--- src/gdd_pkg.sv ---
// shared constants, types and calendar tables for the date difference core
package gdd_pkg;

  localparam int unsigned YEAR_LIMIT = 9999;

  localparam int unsigned DAY_W   = 5;
  localparam int unsigned MONTH_W = 4;
  localparam int unsigned YEAR_W  = 14;
  localparam int unsigned DIFF_W  = 23;

  localparam int unsigned IN_W      = 2 * (DAY_W + MONTH_W + YEAR_W);
  localparam int unsigned IN_DATA_W = ((IN_W + 7) / 8) * 8;
  localparam int unsigned OUT_DATA_W = ((DIFF_W + 7) / 8) * 8;
  localparam int unsigned OUT_USER_W = 2;

  // year shifted by 400 and moved to a march-based year
  localparam int unsigned YY_W = YEAR_W + 1;
  // quotient by 100 through a reciprocal: exact for values below 2**YY_W
  localparam int unsigned DIV100_MUL = 20972;
  localparam int unsigned DIV100_SH  = 21;
  localparam int unsigned MUL_W      = 15;
  localparam int unsigned PROD_W     = YY_W + MUL_W;
  localparam int unsigned Q_W        = PROD_W - DIV100_SH;

  localparam int unsigned DSUM_W = 9;
  localparam int unsigned B_W    = YY_W - 2;
  localparam int unsigned DN_W   = 24;
  localparam int unsigned SDIFF_W = DN_W + 1;

  localparam int signed DIFF_MAX = (1 << (DIFF_W - 1)) - 1;
  localparam int signed DIFF_MIN = -(1 << (DIFF_W - 1));

  localparam logic [MONTH_W-1:0] MONTH_JAN = MONTH_W'(1);
  localparam logic [MONTH_W-1:0] MONTH_FEB = MONTH_W'(2);
  localparam logic [MONTH_W-1:0] MONTH_DEC = MONTH_W'(12);

  typedef struct packed {
    logic s1;
    logic s2;
    logic s3;
  } pipe_en_t;

  // length of a month, february follows the leap flag
  function automatic logic [DAY_W-1:0] month_days(input logic [MONTH_W-1:0] m,
                                                  input logic leap);
    logic [DAY_W-1:0] len;
    unique case (m)
      4'd1, 4'd3, 4'd5, 4'd7, 4'd8, 4'd10, 4'd12: len = DAY_W'(31);
      4'd4, 4'd6, 4'd9, 4'd11:                    len = DAY_W'(30);
      4'd2:                                       len = leap ? DAY_W'(29) : DAY_W'(28);
      default:                                    len = DAY_W'(0);
    endcase
    return len;
  endfunction

  // days before the first of the month, counted from march 1
  function automatic logic [DSUM_W-1:0] month_offset(input logic [MONTH_W-1:0] m);
    logic [DSUM_W-1:0] ofs;
    unique case (m)
      4'd3:    ofs = DSUM_W'(0);
      4'd4:    ofs = DSUM_W'(31);
      4'd5:    ofs = DSUM_W'(61);
      4'd6:    ofs = DSUM_W'(92);
      4'd7:    ofs = DSUM_W'(122);
      4'd8:    ofs = DSUM_W'(153);
      4'd9:    ofs = DSUM_W'(184);
      4'd10:   ofs = DSUM_W'(214);
      4'd11:   ofs = DSUM_W'(245);
      4'd12:   ofs = DSUM_W'(275);
      4'd1:    ofs = DSUM_W'(306);
      4'd2:    ofs = DSUM_W'(337);
      default: ofs = DSUM_W'(0);
    endcase
    return ofs;
  endfunction

endpackage

--- src/gdd_date_path.sv ---
// three-stage check and day count for one calendar date
module gdd_date_path (
  input  logic                      clk_i,
  input  gdd_pkg::pipe_en_t         en_i,
  input  logic [gdd_pkg::DAY_W-1:0]   day_i,
  input  logic [gdd_pkg::MONTH_W-1:0] month_i,
  input  logic [gdd_pkg::YEAR_W-1:0]  year_i,
  output logic                      ok_o,
  output logic [gdd_pkg::DN_W-1:0]  day_num_o
);
  import gdd_pkg::*;

  // stage 1: range checks, shifted year and both quotients by 100
  logic              pre_ok;
  logic              early;
  logic [YY_W-1:0]   yy;
  logic [PROD_W-1:0] prod_y;
  logic [PROD_W-1:0] prod_yy;
  logic [DSUM_W-1:0] dsum;

  logic               pre_ok_q;
  logic [DAY_W-1:0]   day_q;
  logic [MONTH_W-1:0] month_q;
  logic [YEAR_W-1:0]  year_q;
  logic [Q_W-1:0]     q_y_q;
  logic [YY_W-1:0]    yy_q;
  logic [Q_W-1:0]     q_yy_q;
  logic [DSUM_W-1:0]  dsum_q;

  always_comb begin
    pre_ok = (month_i >= MONTH_JAN) && (month_i <= MONTH_DEC) &&
             (32'(year_i) <= 32'(YEAR_LIMIT)) && (day_i != '0);
    early   = (month_i <= MONTH_FEB);
    yy      = YY_W'(year_i) + YY_W'(400) - YY_W'(early);
    prod_y  = PROD_W'(year_i) * PROD_W'(DIV100_MUL);
    prod_yy = PROD_W'(yy) * PROD_W'(DIV100_MUL);
    dsum    = month_offset(month_i) + DSUM_W'(day_i);
  end

  always_ff @(posedge clk_i) begin
    if (en_i.s1) begin
      pre_ok_q <= pre_ok;
      day_q    <= day_i;
      month_q  <= month_i;
      year_q   <= year_i;
      q_y_q    <= prod_y[DIV100_SH +: Q_W];
      yy_q     <= yy;
      q_yy_q   <= prod_yy[DIV100_SH +: Q_W];
      dsum_q   <= dsum;
    end
  end

  // stage 2: leap rule, month length, partial day counts
  logic            cent;
  logic            leap;
  logic            ok;
  logic [DN_W-1:0] part_a;
  logic [B_W-1:0]  part_b;

  logic            ok2_q;
  logic [DN_W-1:0] part_a_q;
  logic [B_W-1:0]  part_b_q;

  always_comb begin
    cent   = (16'(year_q) == 16'(q_y_q) * 16'(100));
    leap   = (year_q[1:0] == 2'b00) && !(cent && (q_y_q[1:0] != 2'b00));
    ok     = pre_ok_q && (day_q <= month_days(month_q, leap));
    part_a = DN_W'(yy_q) * DN_W'(365) + DN_W'(dsum_q);
    part_b = B_W'(yy_q >> 2) - B_W'(q_yy_q) + B_W'(q_yy_q >> 2);
  end

  always_ff @(posedge clk_i) begin
    if (en_i.s2) begin
      ok2_q    <= ok;
      part_a_q <= part_a;
      part_b_q <= part_b;
    end
  end

  // stage 3: full day number
  logic            ok3_q;
  logic [DN_W-1:0] dn_q;

  always_ff @(posedge clk_i) begin
    if (en_i.s3) begin
      ok3_q <= ok2_q;
      dn_q  <= part_a_q + DN_W'(part_b_q);
    end
  end

  assign ok_o      = ok3_q;
  assign day_num_o = dn_q;

endmodule

--- src/gregorian_date_difference_core.sv ---
// top level: date pair in, signed day difference and validity flags out
// Takes one date pair per cycle unless stalled and returns one word per pair, in order:
// three stages per date (range checks with the century quotient, leap rule
// and partial day counts, day number) and one stage that subtracts,
// saturates and holds the output word. Back-pressure stalls the whole
// pipeline; a new pair is still taken while the output word waits as long
// as an earlier stage holds a bubble. No reset-time sweep.
module gregorian_date_difference_core (
  input  logic                                clk_i,
  input  logic                                rst_ni,
  // first_day, first_month, first_year, second_day, second_month, second_year
  input  logic [gdd_pkg::IN_DATA_W-1:0]       s_axis_tdata_i,
  input  logic                                s_axis_tvalid_i,
  output logic                                s_axis_tready_o,
  // day_difference
  output logic [gdd_pkg::OUT_DATA_W-1:0]      m_axis_tdata_o,
  // first_ok, second_ok
  output logic [gdd_pkg::OUT_USER_W-1:0]      m_axis_tuser_o,
  output logic                                m_axis_tvalid_o,
  input  logic                                m_axis_tready_i
);
  import gdd_pkg::*;

  localparam int unsigned D1_LO = 0;
  localparam int unsigned M1_LO = D1_LO + DAY_W;
  localparam int unsigned Y1_LO = M1_LO + MONTH_W;
  localparam int unsigned D2_LO = Y1_LO + YEAR_W;
  localparam int unsigned M2_LO = D2_LO + DAY_W;
  localparam int unsigned Y2_LO = M2_LO + MONTH_W;

  logic     v1_q, v2_q, v3_q, v4_q;
  logic     en1, en2, en3, en4;
  pipe_en_t pen;

  always_comb begin
    en4    = !v4_q || m_axis_tready_i;
    en3    = !v3_q || en4;
    en2    = !v2_q || en3;
    en1    = !v1_q || en2;
    pen.s1 = en1 && s_axis_tvalid_i;
    pen.s2 = en2 && v1_q;
    pen.s3 = en3 && v2_q;
  end

  assign s_axis_tready_o = en1;

  always_ff @(posedge clk_i or negedge rst_ni) begin
    if (!rst_ni) begin
      v1_q <= 1'b0;
      v2_q <= 1'b0;
      v3_q <= 1'b0;
      v4_q <= 1'b0;
    end else begin
      if (en1) v1_q <= s_axis_tvalid_i;
      if (en2) v2_q <= v1_q;
      if (en3) v3_q <= v2_q;
      if (en4) v4_q <= v3_q;
    end
  end

  logic            ok1, ok2;
  logic [DN_W-1:0] dn1, dn2;

  gdd_date_path u_first (
    .clk_i     (clk_i),
    .en_i      (pen),
    .day_i     (s_axis_tdata_i[D1_LO +: DAY_W]),
    .month_i   (s_axis_tdata_i[M1_LO +: MONTH_W]),
    .year_i    (s_axis_tdata_i[Y1_LO +: YEAR_W]),
    .ok_o      (ok1),
    .day_num_o (dn1)
  );

  gdd_date_path u_second (
    .clk_i     (clk_i),
    .en_i      (pen),
    .day_i     (s_axis_tdata_i[D2_LO +: DAY_W]),
    .month_i   (s_axis_tdata_i[M2_LO +: MONTH_W]),
    .year_i    (s_axis_tdata_i[Y2_LO +: YEAR_W]),
    .ok_o      (ok2),
    .day_num_o (dn2)
  );

  // stage 4: difference, saturation, output word
  logic signed [SDIFF_W-1:0] sdiff;
  logic        [DIFF_W-1:0]  diff;
  logic        [DIFF_W-1:0]  diff_q;
  logic                      ok1_q, ok2_q;

  always_comb begin
    sdiff = $signed({1'b0, dn2}) - $signed({1'b0, dn1});
    if (!(ok1 && ok2)) begin
      diff = '0;
    end else if (sdiff > SDIFF_W'(DIFF_MAX)) begin
      diff = DIFF_W'(DIFF_MAX);
    end else if (sdiff < SDIFF_W'(DIFF_MIN)) begin
      diff = DIFF_W'(DIFF_MIN);
    end else begin
      diff = sdiff[DIFF_W-1:0];
    end
  end

  always_ff @(posedge clk_i) begin
    if (en4 && v3_q) begin
      diff_q <= diff;
      ok1_q  <= ok1;
      ok2_q  <= ok2;
    end
  end

  assign m_axis_tvalid_o = v4_q;
  assign m_axis_tdata_o  = OUT_DATA_W'(diff_q);
  assign m_axis_tuser_o  = {ok2_q, ok1_q};

endmodule
--- config.mk ---
export PLATFORM = sky130hd
export DESIGN_NAME = gregorian_date_difference_core
export DESIGN_NICKNAME = d
export VERILOG_FILES = /design/src/gdd_pkg.sv /design/src/gdd_date_path.sv /design/src/gregorian_date_difference_core.sv
export SDC_FILE = /design/constraint.sdc
export NUM_CORES = 2
export LEC_CHECK = 0
export BUFFER_PORTS_ARGS = -buffer_cell sky130_fd_sc_hd__buf_2
export CORE_ASPECT_RATIO = 1.2
export CORE_UTILIZATION = 43
export DETAILED_ROUTE_END_ITERATION = 6
export PLACE_DENSITY = 0.6
export SKIP_LAST_GASP = 1
export SLEW_MARGIN = 20
export SYNTH_ARGS = -nofsm -noshare
export SYNTH_HDL_FRONTEND = slang
export SYNTH_SLANG_ARGS = --single-unit
--- constraint.sdc ---
create_clock -name clk_i -period 13.5 [get_ports clk_i]
set_clock_uncertainty 0.05 [all_clocks]
set_input_delay 4.05 -clock clk_i [delete_from_list [all_inputs] [get_ports clk_i]]
set_output_delay 4.05 -clock clk_i [all_outputs]
set_load 0.05 [all_outputs]
---- Word level (Yosys, flattened, before mapping) ----
Memory sizes are Yosys's and may differ from the RTL's.
Cells that the tools add are included.
word-level totals
  word-level logic and storage cells ...... 142
  memory bits (read-only) ................. 288
  output and inout bits ................... 28
  input bits .............................. 52
  flip-flop bits (word level) ............. 285
  memories ................................ 2
cells by class
  $lt $le $gt $ge ......................... 12
  bitwise gates (word level) .............. 1
  eq/ne operators ......................... 26
  multiplexer cells ....................... 6
  reductions and logical operators ........ 38
  add/subtract/negate cells ............... 15
  $mul .................................... 8
memories
  name              depth  width  read ports  clocked after memory_dff  wr ports  line           RTL
  (name not given)  16     9      1           0                         0         gdd_pkg.sv:59  unique case (m)
  (name not given)  16     9      1           0                         0         gdd_pkg.sv:59
operator list
  cell                                                                            count
  15-bit by 13-bit multiplier with 28-bit output, second input constant           2
  14-bit by 13-bit multiplier with 27-bit output, second input constant           2
  24-bit by 13-bit adder with 24-bit output                                       2
  24-bit by 9-bit adder with 24-bit output                                        2
  15-bit by 9-bit multiplier with 24-bit output, second input constant            2
  4-bit == test, second input constant                                            10
  14-bit by 16-bit == test with 1-bit output                                      2
  4-bit by 3-bit == test with 1-bit output, second input constant                 8
  14-bit by 9-bit adder with 15-bit output, second input constant                 2
  5-bit one-hot mux with 3 select lines                                           2
  15-bit by 1-bit subtractor with 15-bit output                                   2
  14-bit less-or-equal comparator, second input constant                          2
  13-bit by 7-bit adder with 13-bit output                                        2
  8-bit by 5-bit multiplier with 13-bit output, second input constant             2
  13-bit by 9-bit subtractor with 13-bit output                                   2
  25-bit by 23-bit > comparator with 1-bit output, second input constant          1
  25-bit by 23-bit less-than comparator with 1-bit output, second input constant  1
  24-bit by 24-bit subtractor with 25-bit output                                  1
  23-bit 2-to-1 mux                                                               1
  22-bit 2-to-1 mux                                                               1
  9-bit by 5-bit adder with 9-bit output                                          2
  1-bit logical AND                                                               17
  4-bit by 2-bit == test with 1-bit output, second input constant                 4
  7-bit OR reduction                                                              2
  other kinds (14)                                                                32

---- Depth between registers and ports, before layout ----
  word-level depth ........................ 9
  gate-level depth with buffers ........... 36
  mapped depth without buffers ............ 35

---- Modules after synthesis ----
From an unflattened synthesis, not the netlist that was laid out.
second synthesis, totals
  cell total of the unflattened synthesis .. 3512
  area total of the unflattened synthesis .. 37134.4 um^2
by module, submodules not included
  module                          area an instance (um^2)  cells an instance  sequential area each (um^2)  instances
  gdd_date_path at u_first        17306.6                  1614               3843.7                       1
  gdd_date_path at u_second       17290.3                  1627               3843.7                       1
  gregorian_date_difference_core  2537.4                   271                850.8                        1

---- Worst setup path before layout ----
OpenSTA, ideal clock, no wires.
  path kind ............................... input to register
  start ................................... in s_axis_tdata_i[7] in the netlist's numbering
  end ..................................... reg u_first.q_yy_q[8], data pin
  setup slack ............................. 1.917 ns
  buffers on the path ..................... 2
  data required time ...................... 13.190 ns
  arrival ................................. 11.273 ns
  stages .................................. 34
  setup time .............................. 0.260 ns
  cell sequence ........................... clkbuf_1 clkbuf_1 nor2_1 o21a_1 ha_1 inv_1 ha_1 a21o_1 a21o_1 a211oi_1 o21bai_1 a2111oi_1 nor3_1 xnor2_1 inv_1 fa_1 inv_1 ha_1 inv_1 fa_1 inv_1 fa_1 inv_1 fa_1 inv_1 ha_1 a21oi_1 a21boi_0 o31ai_1 a31oi_1 a311o_1 a31o_2 a21oi_1 xnor2_1
between the ends
  cells in the longest elaborated chain, start to end .. 3
RTL lines
  item                                                       line                                  RTL
  from (decl)                                                gregorian_date_difference_core.sv:12  input logic [gdd_pkg::IN_DATA_W-1:0] s_axis_tdata_i,
  4-bit by 2-bit less-or-equal comparator with 1-bit output  gdd_date_path.sv:33                   early = (month_i <= MONTH_FEB);
  15-bit by 1-bit subtractor with 15-bit output              gdd_date_path.sv:34                   yy = YY_W'(year_i) + YY_W'(400) - YY_W'(early);
  named net u_first.yy[12]                                   gdd_date_path.sv:16                   logic [YY_W-1:0] yy;
  15-bit by 13-bit multiplier with 28-bit output             gdd_date_path.sv:36                   prod_yy = PROD_W'(yy) * PROD_W'(DIV100_MUL);
  named net u_first.prod_yy[29]                              gdd_date_path.sv:18                   logic [PROD_W-1:0] prod_yy;
  to (signal assigned)                                       gdd_date_path.sv:48                   q_yy_q <= prod_yy[DIV100_SH +: Q_W];
  to (decl)                                                  gdd_date_path.sv:27                   logic [Q_W-1:0] q_yy_q;
The timed path passes the listed nets, and every way through them passes these cells.
A chain may end at the register's enable or synchronous reset.

---- Worst setup path after layout ----
  start ................................... in s_axis_tdata_i[5] in the netlist's numbering
  end ..................................... reg u_first.q_yy_q[8], data pin
The elaborated chain is that of the path after synthesis.

==> flow_metrics.tcl <==
set metrics [dict create \
    clock.fmax_mhz 83.4 \
    grt_pass1_wl_um 123000 \
    crit_path_start "s_axis_tdata_i[5]" \
    timing.critical_path.mode_cell "inv_1" \
    worst_slew_pin_slew_ns 0.981 \
    final_util_pct 47.0 \
    hp-class "reg -> reg" \
    cp_slowest_cell "xor2_1" \
    worstSetupStartpointType "input port" \
    synth.avg_cell_area_sq_um 10.6 \
    antenna_left 0 \
    grt_pass1_vias 25000 \
    synth.distinct_cells 80 \
    layout_commonest_cell "inv_1" \
    crit_fanout 6 \
    die_area_sq_um 86900 \
    dp_cells 4686 \
    fp-row-count 117 \
    syn-num-nets 4695 \
    cts_tree "built" \
    path_class "in -> reg" \
    fillers 8039 \
    synth_seq_cells 285 \
    place_hpwl_um 62500 \
    multiInputGateArea_sq_um 25100 \
    tns_ns 0 \
    drc 0 \
    r2r_slack_ns 7.76 \
    final_cell_count_no_fill 4751 \
    drv_cap 0 \
    crit-reg2reg-launch "u_second.yy_q[6]$_DFFE_PP_" \
    root_buffer "clkbuf_16" \
    h-tree-depth 2 \
    synth_area_sq_um 36900 \
    post-route-period-util_pct 88.8 \
    ys_seq_area_share_pct 23.2 \
    clk_latency_ns 0.56 \
    io_buffers 76 \
    netlist_instances 3489 \
    die_w_um 269 \
    start_util_pct 43.4 \
    cp_data_required_time_ns 13.75 \
    area_delta_synth_final_pct 8.33 \
    arrival_ns 12.25 \
    cpLargestDelayFamily "adder cells" \
    yosys.area.top_type_share_pct 25.7 \
    critical_path_buf_inv_count 10 \
    setup_violations 0 \
    cp-end-kind "flop" \
    grt_overflow 0 \
    hold_start "u_first.ok2_q$_DFFE_PP_" \
    holdPathStages 0 \
    path_clk_slew_ns 0.06 \
    synth_async_sr_flop_share_pct 1.40 \
    vias_per_cell 4.97 \
    final_nets 4800 \
    critPathMaxStageDelay_ns 0.54 \
    drt-wirelength-per-cell_um 15.3 \
    period_needed_ns 11.99 \
    max-clock-path-buffers 3 \
    coreArea_sq_um 84900 \
    yosysWarnings 0 \
    ios 80 \
    cts_sinks 285 \
    max_slew_margin_pct 34.1 \
    antenna_found_initial 7 \
    vias 23600 \
    hold_end "u_first.ok_o$_DFFE_PP_" \
    gp_congestion 0.866 \
    cts_buffers 36 \
    postCtsResizedCells 0 \
    post_cts_buffers 0 \
    worstReg2RegEnd "u_second.part_a_q[22]$_DFFE_PP_" \
    netlist_top_cells_area "ha_1, edfxtp_1, fa_1, inv_1, xnor2_1" \
    layout_common_cells "inv_1, ha_1, fa_1" \
    synth-edff-count 281 \
    slew_viol_final 0 \
    grt_setup_unrepaired "no" \
    grt_usage_pct 17.4 \
    drt_iter0_drc 756 \
    hold_violations 0 \
    synth_area_leader_cell "ha_1" \
    rr_worst_depth 18 \
    holdBufCountCts 0 \
    wirelength_um 72600 \
    drive_gt1_share_pct 4.64 \
    outcome "complete, no violations" \
    synthFlopType "edfxtp_1" \
    regArea_sq_um 8540 \
    grt_max_degree 77 \
    dieHeight_um 323 \
    dr.pass1.iters 5 \
]
[how the worst max path moves through the flow]
stage	end	slack, ns	cells past startpoint
finish	u_first.q_yy_q[8]$_DFFE_PP_	1.51	36
global route	u_first.q_yy_q[8]$_DFFE_PP_	0.97	36
CTS	u_first.q_yy_q[8]$_DFFE_PP_	1.50	36
detailed placement	u_first.q_yy_q[8]$_DFFE_PP_	0.92	36
global placement	u_first.q_yy_q[8]$_DFFE_PP_	1.0	36
floorplan	u_first.q_yy_q[8]$_DFFE_PP_	1.92	34
[logic make-up (layout without fill, tap and decap cells)]
family	after synthesis	after routing	synth area share (%)
other	1	2	0.0102
buffers and inverters	865	996	8.87
and+or+nand+nor	463	463	6.22
muxes	4	4	0.146
xor gates and xnor gates	221	221	5.25
adders and majority gates	1154	1154	47.2
DFF	285	285	23.2
AOI/OAI and AO/OA	496	496	9.10
[cells in the mapped netlist (19+ instances only)]
| cell | count |
|---|---|
| nand3_1 | 43 |
| inv_1 | 844 |
| a21o_1 | 54 |
| nor2b_1 | 31 |
| nand2b_1 | 22 |
| nand4_1 | 24 |
| nand2_1 | 97 |
| o21a_1 | 21 |
| o21ai_0 | 72 |
| nor3_1 | 36 |
| edfxtp_1 | 281 |
| nor2_1 | 125 |
| fa_1 | 396 |
| ha_1 | 758 |
| a21oi_1 | 127 |
| o32ai_1 | 22 |
| xor2_1 | 57 |
| xnor2_1 | 164 |
| o21ai_1 | 19 |
| a211oi_1 | 25 |
[per-stage QoR]
step                instance area [sq um]  worst slack, ns  hold WS (ns)
floorplan                           36900             1.92         0.350
global placement                    38700            0.996         0.385
detailed placement                  38700            0.919         0.409
CTS                                 39900             1.50         0.427
global route                        39900            0.972         0.421
finish                              39900             1.51         0.411
[sequential cells by signal, indices dropped and copies added (netlist names), 4 cells and up]
signal	count
u_first.month_q	4
u_second.q_y_q	8
u_first.day_q	5
u_first.q_y_q	8
diff_q	23
u_second.year_q	14
u_second.day_num_o	24
u_first.day_num_o	24
u_second.part_a_q	24
u_second.q_yy_q	9
u_first.yy_q	15
u_first.year_q	14
u_first.part_a_q	24
u_second.dsum_q	9
u_second.month_q	4
u_first.q_yy_q	9
u_first.part_b_q	13
u_second.yy_q	15
u_second.day_q	5
u_second.part_b_q	13
u_first.dsum_q	9
[worst register-to-register path, stage by stage, from the launching register on]
cell and delay [ns]:
edfxtp_1 0.45, ha_1 0.37, inv_1 0.10, fa_1 0.53, inv_1 0.07, fa_1 0.53
inv_1 0.05, fa_1 0.47, inv_1 0.05, fa_1 0.44, ha_1 0.36, and2_1 0.20
a221oi_2 0.33, o221a_2 0.25, o211ai_1 0.14, a41o_1 0.30, or4_1 0.47, a311oi_2 0.24
xnor2_1 0.08
[final cells by class]
class / count / area share (%)
Antenna cell: 1 / 0.00627
Clock buffer: 44 / 2.38
Clock inverter: 20 / 0.793
Inverter: 844 / 7.93
Multi-Input combinational cell: 2339 / 62.8
Sequential cell: 285 / 21.4
Tap cell: 1130 / 3.54
Timing Repair Buffer: 88 / 1.18
[metal layers]
metal / global-route usage, % / wire [um] / vias to the layer above
met3: 2.08 / 1820 / 92
met1: 21.3 / 32000 / 11400
met4: 3.30 / 1210 / 8
met2: 32.7 / 37500 / 244
met5: 0 / 46 / -
li1: - / - / 11900
Power is not shown: default switching activity piles up to over one toggle a cycle in this logic, so the estimate is an artifact.
